--- src/hw/rtl/fpexp_pkg.sv ---
package fpexp_pkg;

  // Q5.10 number format.
  localparam int unsigned FRAC_BITS = 10;
  localparam int unsigned VAL_W     = 15;
  localparam int unsigned ARG_W     = 16;

  // Magnitude of an argument that reaches the series (at most 3552).
  localparam int unsigned MAG_W  = 12;
  // Series term and index widths.
  localparam int unsigned TERM_W = 16;
  localparam int unsigned IDX_W  = 5;

  // Reciprocal table: ceil(2^RECIP_SHIFT / i), exact for MAG_W-bit numerators.
  localparam int unsigned RECIP_SHIFT = 17;
  localparam int unsigned RECIP_W     = 17;

  // Reciprocal of the series sum: 2^20 / sum, quotient below 2^RCP_BITS.
  localparam int unsigned RCP_BITS = 11;
  localparam int unsigned CNT_W    = 4;

  localparam logic [VAL_W-1:0] ONE_Q   = 15'd1024;
  localparam logic [VAL_W-1:0] MAX_Q   = 15'h7fff;
  localparam logic [VAL_W-1:0] EXP_ONE = 15'h0adf;
  localparam logic [VAL_W-1:0] ZERO_Q  = 15'd0;

  // Remainder seed: dividend 2^20 shifted down by RCP_BITS.
  localparam logic [VAL_W-1:0] RCP_SEED = 15'd512;

  localparam logic signed [ARG_W-1:0] ARG_ONE = 16'sd1024;
  localparam logic signed [ARG_W-1:0] SAT_HI  = 16'sd3548;
  localparam logic signed [ARG_W-1:0] UNF_LO  = -16'sd3553;

  // Early stop thresholds.
  localparam logic [TERM_W-1:0] TERM_SMALL = 16'd500;
  localparam logic [TERM_W-1:0] TERM_TINY  = 16'd20;
  localparam logic [IDX_W-1:0]  IDX_LATE   = 5'd15;
  localparam logic [IDX_W-1:0]  IDX_FIRST  = 5'd2;

  typedef enum logic [2:0] {
    S_IDLE,
    S_QUO,
    S_TERM,
    S_RCP,
    S_FIN
  } state_t;

  // Commands from the controller to the datapath.
  typedef struct packed {
    logic load;
    logic q_step;
    logic t_step;
    logic rcp_step;
    logic out_load;
  } cmd_t;

  // Status from the datapath to the controller.
  typedef struct packed {
    logic special;
    logic brk;
    logic last;
    logic neg;
    logic rcp_last;
  } sts_t;

  // Rounded-up reciprocals of the series index.
  function automatic logic [RECIP_W-1:0] recip(input logic [IDX_W-1:0] idx);
    logic [RECIP_W-1:0] r;
    unique case (idx)
      5'd2:    r = 17'd65536;
      5'd3:    r = 17'd43691;
      5'd4:    r = 17'd32768;
      5'd5:    r = 17'd26215;
      5'd6:    r = 17'd21846;
      5'd7:    r = 17'd18725;
      5'd8:    r = 17'd16384;
      5'd9:    r = 17'd14564;
      5'd10:   r = 17'd13108;
      5'd11:   r = 17'd11916;
      5'd12:   r = 17'd10923;
      5'd13:   r = 17'd10083;
      5'd14:   r = 17'd9363;
      5'd15:   r = 17'd8739;
      5'd16:   r = 17'd8192;
      5'd17:   r = 17'd7711;
      5'd18:   r = 17'd7282;
      5'd19:   r = 17'd6899;
      5'd20:   r = 17'd6554;
      5'd21:   r = 17'd6242;
      5'd22:   r = 17'd5958;
      5'd23:   r = 17'd5699;
      5'd24:   r = 17'd5462;
      5'd25:   r = 17'd5243;
      5'd26:   r = 17'd5042;
      5'd27:   r = 17'd4855;
      5'd28:   r = 17'd4682;
      5'd29:   r = 17'd4520;
      default: r = '0;
    endcase
    return r;
  endfunction

endpackage

--- src/hw/rtl/fpexp_ctrl.sv ---
module fpexp_ctrl (
  input  logic            clk,
  input  logic            rst_n,
  input  logic            in_valid,
  output logic            in_stall,
  output logic            out_valid,
  input  logic            out_stall,
  input  fpexp_pkg::sts_t sts,
  output fpexp_pkg::cmd_t cmd
);

  fpexp_pkg::state_t state_r, state_nxt;
  logic              out_valid_r, out_valid_nxt;

  // State and output-valid registers.
  always_ff @(posedge clk) begin
    if (!rst_n) begin
      state_r     <= fpexp_pkg::S_IDLE;
      out_valid_r <= 1'b0;
    end else begin
      state_r     <= state_nxt;
      out_valid_r <= out_valid_nxt;
    end
  end

  // Next state and datapath commands.
  always_comb begin
    state_nxt = state_r;
    cmd       = '0;
    unique case (state_r)
      fpexp_pkg::S_IDLE: begin
        if (in_valid) begin
          cmd.load  = 1'b1;
          state_nxt = sts.special ? fpexp_pkg::S_FIN : fpexp_pkg::S_QUO;
        end
      end
      fpexp_pkg::S_QUO: begin
        cmd.q_step = 1'b1;
        state_nxt  = fpexp_pkg::S_TERM;
      end
      fpexp_pkg::S_TERM: begin
        cmd.t_step = 1'b1;
        if (sts.brk || sts.last) begin
          state_nxt = sts.neg ? fpexp_pkg::S_RCP : fpexp_pkg::S_FIN;
        end else begin
          state_nxt = fpexp_pkg::S_QUO;
        end
      end
      fpexp_pkg::S_RCP: begin
        cmd.rcp_step = 1'b1;
        if (sts.rcp_last) begin
          state_nxt = fpexp_pkg::S_FIN;
        end
      end
      fpexp_pkg::S_FIN: begin
        if (!out_valid_r || !out_stall) begin
          cmd.out_load = 1'b1;
          state_nxt    = fpexp_pkg::S_IDLE;
        end
      end
      default: state_nxt = fpexp_pkg::S_IDLE;
    endcase
  end

  // The output register holds a beat until the receiver takes it.
  assign out_valid_nxt = cmd.out_load || (out_valid_r && out_stall);
  assign out_valid     = out_valid_r;
  assign in_stall      = (state_r != fpexp_pkg::S_IDLE);

endmodule

--- src/hw/rtl/fpexp_dpath.sv ---
module fpexp_dpath #(
  parameter int unsigned TERM_LIMIT = 30
) (
  input  logic                               clk,
  input  logic signed [fpexp_pkg::ARG_W-1:0] in_argument,
  input  fpexp_pkg::cmd_t                    cmd,
  output fpexp_pkg::sts_t                    sts,
  output logic [fpexp_pkg::VAL_W-1:0]        out_exp_value
);

  localparam int unsigned IW = $clog2(TERM_LIMIT);
  localparam int unsigned QP_W = fpexp_pkg::MAG_W + fpexp_pkg::RECIP_W;
  localparam int unsigned TP_W = fpexp_pkg::TERM_W + fpexp_pkg::MAG_W;

  logic [fpexp_pkg::MAG_W-1:0]    mag_r;
  logic                           neg_r;
  logic [fpexp_pkg::TERM_W-1:0]   term_r;
  logic [fpexp_pkg::VAL_W-1:0]    sum_r;
  logic [IW-1:0]                  idx_r;
  logic [fpexp_pkg::MAG_W-1:0]    q_r;
  logic [fpexp_pkg::VAL_W-1:0]    rem_r;
  logic [fpexp_pkg::RCP_BITS-1:0] quo_r;
  logic [fpexp_pkg::CNT_W-1:0]    cnt_r;
  logic [fpexp_pkg::VAL_W-1:0]    out_r;

  logic                           is_zero, is_one, is_sat, is_unf, special;
  logic [fpexp_pkg::VAL_W-1:0]    spec_val;
  logic [fpexp_pkg::ARG_W-1:0]    arg_abs;
  logic [fpexp_pkg::MAG_W-1:0]    mag_in;
  logic [fpexp_pkg::IDX_W-1:0]    idx_ext;
  logic [QP_W-1:0]                q_prod;
  logic [TP_W-1:0]                t_prod;
  logic [fpexp_pkg::TERM_W-1:0]   term_nxt;
  logic [fpexp_pkg::VAL_W+1:0]    sum_wide;
  logic [fpexp_pkg::VAL_W-1:0]    sum_nxt;
  logic [fpexp_pkg::VAL_W:0]      rem_sh;
  logic                           rem_ge;

  // Fixed answers for the special arguments.
  assign is_zero = (in_argument == '0);
  assign is_one  = (in_argument == fpexp_pkg::ARG_ONE);
  assign is_sat  = (in_argument >= fpexp_pkg::SAT_HI);
  assign is_unf  = (in_argument <= fpexp_pkg::UNF_LO);
  assign special = is_zero || is_one || is_sat || is_unf;

  always_comb begin
    if (is_zero) begin
      spec_val = fpexp_pkg::ONE_Q;
    end else if (is_one) begin
      spec_val = fpexp_pkg::EXP_ONE;
    end else if (is_sat) begin
      spec_val = fpexp_pkg::MAX_Q;
    end else begin
      spec_val = fpexp_pkg::ZERO_Q;
    end
  end

  // Magnitude of the argument; only small magnitudes reach the series.
  assign arg_abs = in_argument[fpexp_pkg::ARG_W-1] ? fpexp_pkg::ARG_W'(-in_argument)
                                                   : fpexp_pkg::ARG_W'(in_argument);
  assign mag_in  = arg_abs[fpexp_pkg::MAG_W-1:0];

  // Quotient mag / i as a multiply by the rounded-up reciprocal.
  assign idx_ext = fpexp_pkg::IDX_W'(idx_r);
  assign q_prod  = QP_W'(mag_r) * QP_W'(fpexp_pkg::recip(idx_ext));

  // Next term, truncated Q6.10 product, and the saturating running sum.
  assign t_prod   = TP_W'(term_r) * TP_W'(q_r);
  assign term_nxt = t_prod[fpexp_pkg::FRAC_BITS +: fpexp_pkg::TERM_W];
  assign sum_wide = (fpexp_pkg::VAL_W+2)'(sum_r) + (fpexp_pkg::VAL_W+2)'(term_nxt);
  assign sum_nxt  = (sum_wide > (fpexp_pkg::VAL_W+2)'(fpexp_pkg::MAX_Q))
                    ? fpexp_pkg::MAX_Q : sum_wide[fpexp_pkg::VAL_W-1:0];

  // One restoring division step of the reciprocal.
  assign rem_sh = {rem_r, 1'b0};
  assign rem_ge = (rem_sh >= (fpexp_pkg::VAL_W+1)'(sum_r));

  always_ff @(posedge clk) begin
    if (cmd.load) begin
      mag_r  <= mag_in;
      neg_r  <= special ? 1'b0 : in_argument[fpexp_pkg::ARG_W-1];
      term_r <= fpexp_pkg::TERM_W'(mag_in);
      sum_r  <= special ? spec_val
                        : fpexp_pkg::VAL_W'(fpexp_pkg::VAL_W'(mag_in) + fpexp_pkg::ONE_Q);
      idx_r  <= IW'(fpexp_pkg::IDX_FIRST);
    end
    if (cmd.q_step) begin
      q_r <= q_prod[fpexp_pkg::RECIP_SHIFT +: fpexp_pkg::MAG_W];
    end
    // The term step also seeds the reciprocal divider.
    if (cmd.t_step) begin
      term_r <= term_nxt;
      sum_r  <= sum_nxt;
      idx_r  <= idx_r + IW'(1);
      rem_r  <= fpexp_pkg::RCP_SEED;
      quo_r  <= '0;
      cnt_r  <= '0;
    end
    if (cmd.rcp_step) begin
      rem_r <= rem_ge ? fpexp_pkg::VAL_W'(rem_sh - (fpexp_pkg::VAL_W+1)'(sum_r))
                      : rem_sh[fpexp_pkg::VAL_W-1:0];
      quo_r <= {quo_r[fpexp_pkg::RCP_BITS-2:0], rem_ge};
      cnt_r <= cnt_r + fpexp_pkg::CNT_W'(1);
    end
    if (cmd.out_load) begin
      out_r <= neg_r ? fpexp_pkg::VAL_W'(quo_r) : sum_r;
    end
  end

  // Status back to the controller.
  always_comb begin
    sts.special  = special;
    sts.brk      = (term_nxt < fpexp_pkg::TERM_SMALL) &&
                   ((idx_ext > fpexp_pkg::IDX_LATE) || (term_nxt < fpexp_pkg::TERM_TINY));
    sts.last     = (idx_r == IW'(TERM_LIMIT - 1));
    sts.neg      = neg_r;
    sts.rcp_last = (cnt_r == fpexp_pkg::CNT_W'(fpexp_pkg::RCP_BITS - 1));
  end

  assign out_exp_value = out_r;

endmodule

--- src/hw/rtl/fixed_point_exp_taylor_core.sv ---
// Fixed-point exponential, Q5.10 in and Q5.10 out.
// Input channel: in_valid, in_stall, in_argument (signed Q5.10). A beat is
// taken when in_valid is high and in_stall is low.
// Output channel: out_valid, out_stall, out_exp_value (exp of the argument,
// saturated at 0x7fff). Every input beat gives exactly one output beat.
// Zero, one, and arguments outside the series range are answered at once:
// the load goes straight to the final state, which stores the fixed answer.
// Other arguments run a Taylor series, each term a reciprocal multiply for
// the quotient, then the term multiply and sum, for 1 to TERM_LIMIT-2 terms.
// A negative argument then adds a bit-serial reciprocal divide of 11 bits.
// The early stop ends the series within about a dozen terms.
// One beat is in flight at a time; in_stall is high from acceptance until the
// result enters the output register; the next beat can be taken when in_stall
// falls, while the previous result may still wait. A stalled result holds.
// Reset clears the controller and the output valid; no beat is in flight.
module fixed_point_exp_taylor_core #(
  parameter int unsigned TERM_LIMIT = 30
) (
  input  logic                               clk,
  input  logic                               rst_n,
  input  logic                               in_valid,
  output logic                               in_stall,
  input  logic signed [fpexp_pkg::ARG_W-1:0] in_argument,
  output logic                               out_valid,
  input  logic                               out_stall,
  output logic [fpexp_pkg::VAL_W-1:0]        out_exp_value
);

  fpexp_pkg::cmd_t cmd;
  fpexp_pkg::sts_t sts;

  fpexp_ctrl u_ctrl (
    .clk       (clk),
    .rst_n     (rst_n),
    .in_valid  (in_valid),
    .in_stall  (in_stall),
    .out_valid (out_valid),
    .out_stall (out_stall),
    .sts       (sts),
    .cmd       (cmd)
  );

  fpexp_dpath #(
    .TERM_LIMIT (TERM_LIMIT)
  ) u_dpath (
    .clk           (clk),
    .in_argument   (in_argument),
    .cmd           (cmd),
    .sts           (sts),
    .out_exp_value (out_exp_value)
  );

`ifndef SYNTHESIS
  // An accepted beat blocks the input until its result is stored.
  a_busy_after_accept: assert property (@(posedge clk) disable iff (!rst_n)
    in_valid && !in_stall |=> in_stall)
    else $error("input not stalled after an accepted beat");

  // The datapath gets at most one command per cycle.
  a_one_cmd: assert property (@(posedge clk) disable iff (!rst_n)
    $onehot0({cmd.load, cmd.q_step, cmd.t_step, cmd.rcp_step, cmd.out_load}))
    else $error("more than one datapath command in a cycle");

  // The reciprocal divider runs only for negative arguments.
  a_rcp_neg: assert property (@(posedge clk) disable iff (!rst_n)
    cmd.rcp_step |-> sts.neg)
    else $error("reciprocal step for a non-negative argument");

  // A stored result is presented in the next cycle.
  a_out_load: assert property (@(posedge clk) disable iff (!rst_n)
    cmd.out_load |=> out_valid)
    else $error("stored result not presented");
`endif

endmodule

--- config.mk ---
export PLATFORM = sky130hd
export DESIGN_NAME = fixed_point_exp_taylor_core
export DESIGN_NICKNAME = d
export VERILOG_FILES = /design/src/hw/rtl/fpexp_pkg.sv /design/src/hw/rtl/fpexp_ctrl.sv /design/src/hw/rtl/fpexp_dpath.sv /design/src/hw/rtl/fixed_point_exp_taylor_core.sv
export SDC_FILE = /design/constraint.sdc
export NUM_CORES = 1
export LEC_CHECK = 0
export ABC_AREA = 0
export BUFFER_PORTS_ARGS = -buffer_cell sky130_fd_sc_hd__buf_2
export CAP_MARGIN = 5
export CORE_MARGIN = 10
export CORE_UTILIZATION = 55
export CTS_BUF_LIST = sky130_fd_sc_hd__clkbuf_4
export CTS_CLUSTER_SIZE = 30
export DETAILED_ROUTE_END_ITERATION = 6
export PLACE_DENSITY = 0.71
export SLEW_MARGIN = 20
export SYNTH_ARGS = -nofsm -noshare
export SYNTH_HDL_FRONTEND = slang
export SYNTH_SLANG_ARGS = --single-unit
export TNS_END_PERCENT = 30
--- constraint.sdc ---
create_clock -name clk -period 23.5 [get_ports clk]
set_clock_uncertainty 0.15 [all_clocks]
set_input_delay 4.7 -clock clk [delete_from_list [all_inputs] [get_ports clk]]
set_output_delay 4.7 -clock clk [all_outputs]
set_load 0.01 [all_outputs]
==> flow_metrics.tcl <==
set metrics [dict create \
    initial_utilization_pct 56.12 \
    period_share_pct 35.59 \
    hold_viol 0 \
    met1_usage_pct 29.72 \
    yosysSeqAreaShare_pct 19.05 \
    worst_pin_slew_ps 1026 \
    cts-root-buf "clkbuf_4" \
    worstSkewPairLatency_ps 580 \
    drt_iter0_drc 991 \
    hold_path_class "reg -> reg" \
    synth.avg_cell_area_um2 8.985 \
    die_area_mm2 0.04221 \
    maxSlewViolCount 0 \
    use_met3_pct 4.435 \
    post_synth_num_cell_types 72 \
    coreArea_mm2 0.03370 \
    yosys.area.top_type_share_pct 30.59 \
    finalSetupTns_ps 0 \
    cp.arrival_ps 8510 \
    cts-resized-gates 0 \
    firstDrtPassIters 7 \
    ctsLongestPathBuffers 2 \
    viasPerCell 5.594 \
    cts_tree "yes" \
    postRouteAntennaNets 0 \
    grtUsageTotal_pct 21.94 \
    die_x_um 205.4 \
    grt_most_used_layer "met2" \
    critPathLaunchType "flop" \
    maxCapViolations 0 \
    yosys-top-cells-area "fa_1 31%, edfxtp_1 17%, ha_1 11%, inv_1 7.5%, nand2_1 6.8%" \
    ys_warn_count 0 \
    cts_max_level 4 \
    async_flop_share_pct 0 \
    rows 67 \
    clock_sinks 127 \
    ys_ff_latch 127 \
    synth-main-ff-cell "edfxtp_1" \
    cts_hold_buf 0 \
    numPortBuffers 36 \
    grtUsageMet2_pct 35.26 \
    max_freq_mhz 119.6 \
    grt_max_degree 46 \
    grt_pass1_wl_um 74420 \
    wl_per_cell_um 17.58 \
    cts_setup_buffers 0 \
    drive_gt1_share_pct 4.931 \
    ys_top_cells_by_count "376 x inv_1, 345 x nand2_1, 289 x fa_1" \
    end_kind "flop" \
    yosysMostFrequentCell "inv_1" \
    cts_buffers 17 \
    antenna_found_initial 1 \
    syn-instance-count 2105 \
    synth_top_area_cell "fa_1" \
    crit_required_ps 23650 \
    final-setup-viol-count 0 \
    drt-total-wl_um 44610 \
    path_clk_slew_ps 130 \
    relSlewSlack_pct 31.62 \
    period_minus_slack_ps 8365 \
    synth_edf_count 106 \
    rsz0062_at_grt "false" \
    die_h_um 205.4 \
    drcViolationCount 0 \
    routabilityCongestion 0.8968 \
    hpwl_um 35140 \
    syn_nets 2575 \
    grt_pass1_vias 14820 \
    worstSetupPathType "reg -> reg" \
    syn2layout_area_growth_pct 4.148 \
    ios 37 \
    grt_remaining_overflow 0 \
    fin_nets 2546 \
    cp_max_fo 16 \
    vias 14200 \
    synth_area_mm2 0.01891 \
    outcome "complete, no violations" \
]
==> cell families after synthesis <==
kind of cell,synth area share (%)
simple gates,17.93
mux,0.8004
xor+xnor,2.964
flops,19.05
buf+inv,9.440
compound gates,8.567
fa+ha+maj,41.24
==> placed cells by master, fill, tap and decap left out, types with 5 or more instances in the layout <==
master,n
o221ai_1,7
buf_4,14
buf_2,36
nor4_1,5
xor2_1,20
nand2b_1,10
nor3_1,31
a21oi_1,69
a211oi_1,8
edfxtp_1,106
nand3_1,32
nor2_1,110
mux2i_1,14
a31oi_1,10
o211ai_1,8
xnor2_1,44
dfxtp_1,21
fa_1,289
inv_1,376
nand2_1,345
clkbuf_4,17
a21o_1,17
nand4_1,7
ha_1,161
and2_1,119
o31ai_1,8
o21a_1,12
nor2b_1,14
or3_1,14
o21ai_0,55
inv_6,5
or2_2,8
and3_1,18
a21boi_0,6
==> per-layer routing <==
metal / wire [um] / vias to the layer above
met5: 0 / -
met4: 879 / 0
met3: 3070 / 74
met2: 20840 / 445
met1: 19820 / 7062
li1: - / 6617
==> final cells by class <==
type	instances	area, um2
repair buffers	50	285.3
clock inverters	15	157.7
flip-flops and latches	127	3603
fillers	2969	14000
clock buffers	17	127.6
inverters	376	1411
well taps	448	560.5
multi-input cells	1504	13550
diodes	1	2.502
==> worst paths after layout <==
kind	from	endpoint	slack, ps	depth (start not counted)
min reg2reg	u_ctrl.out_valid	u_ctrl.out_valid	360	2
min	u_ctrl.out_valid	u_ctrl.out_valid	360	2
max	u_dpath.q_r[8]	u_dpath.sum_r[9]	15140	26
max reg2reg	u_dpath.q_r[8]	u_dpath.sum_r[9]	15140	26
==> worst max-delay path, cell delays in order, from the launching register on <==
cell,delay (ps)
edfxtp_1,650
and2_1,270
fa_1,540
inv_1,50
fa_1,490
inv_1,60
fa_1,510
fa_1,550
inv_1,50
fa_1,530
inv_1,40
ha_1,350
and3_1,210
and4_1,310
o311a_1,420
nand2b_1,200
a21oi_1,250
xnor2_1,120
ha_1,360
or2_2,130
a21oi_1,70
a311oi_1,350
o21a_1,180
o211ai_1,100
or4b_1,640
a21oi_4,320
o221ai_1,170
==> through the flow <==
stage / util [%] / instance area [um2] / std cells / worst slack [ps] / hold slack, ps
final: 58.45 / 19700 / 2538 / 15140 / 362.2
after global routing: 58.45 / 19700 / 2538 / 14640 / 413.4
after CTS: 58.44 / 19700 / 2537 / 15190 / 376.0
after detailed placement: 57.60 / 19410 / 2505 / 15220 / 358.5
after global placement: 57.60 / 19410 / 2505 / 15380 / 331.4
after floorplan: - / 18910 / 2105 / 15840 / 350.0
Power is not shown: default switching activity piles up to over one toggle a cycle in this logic, so the estimate is an artifact.
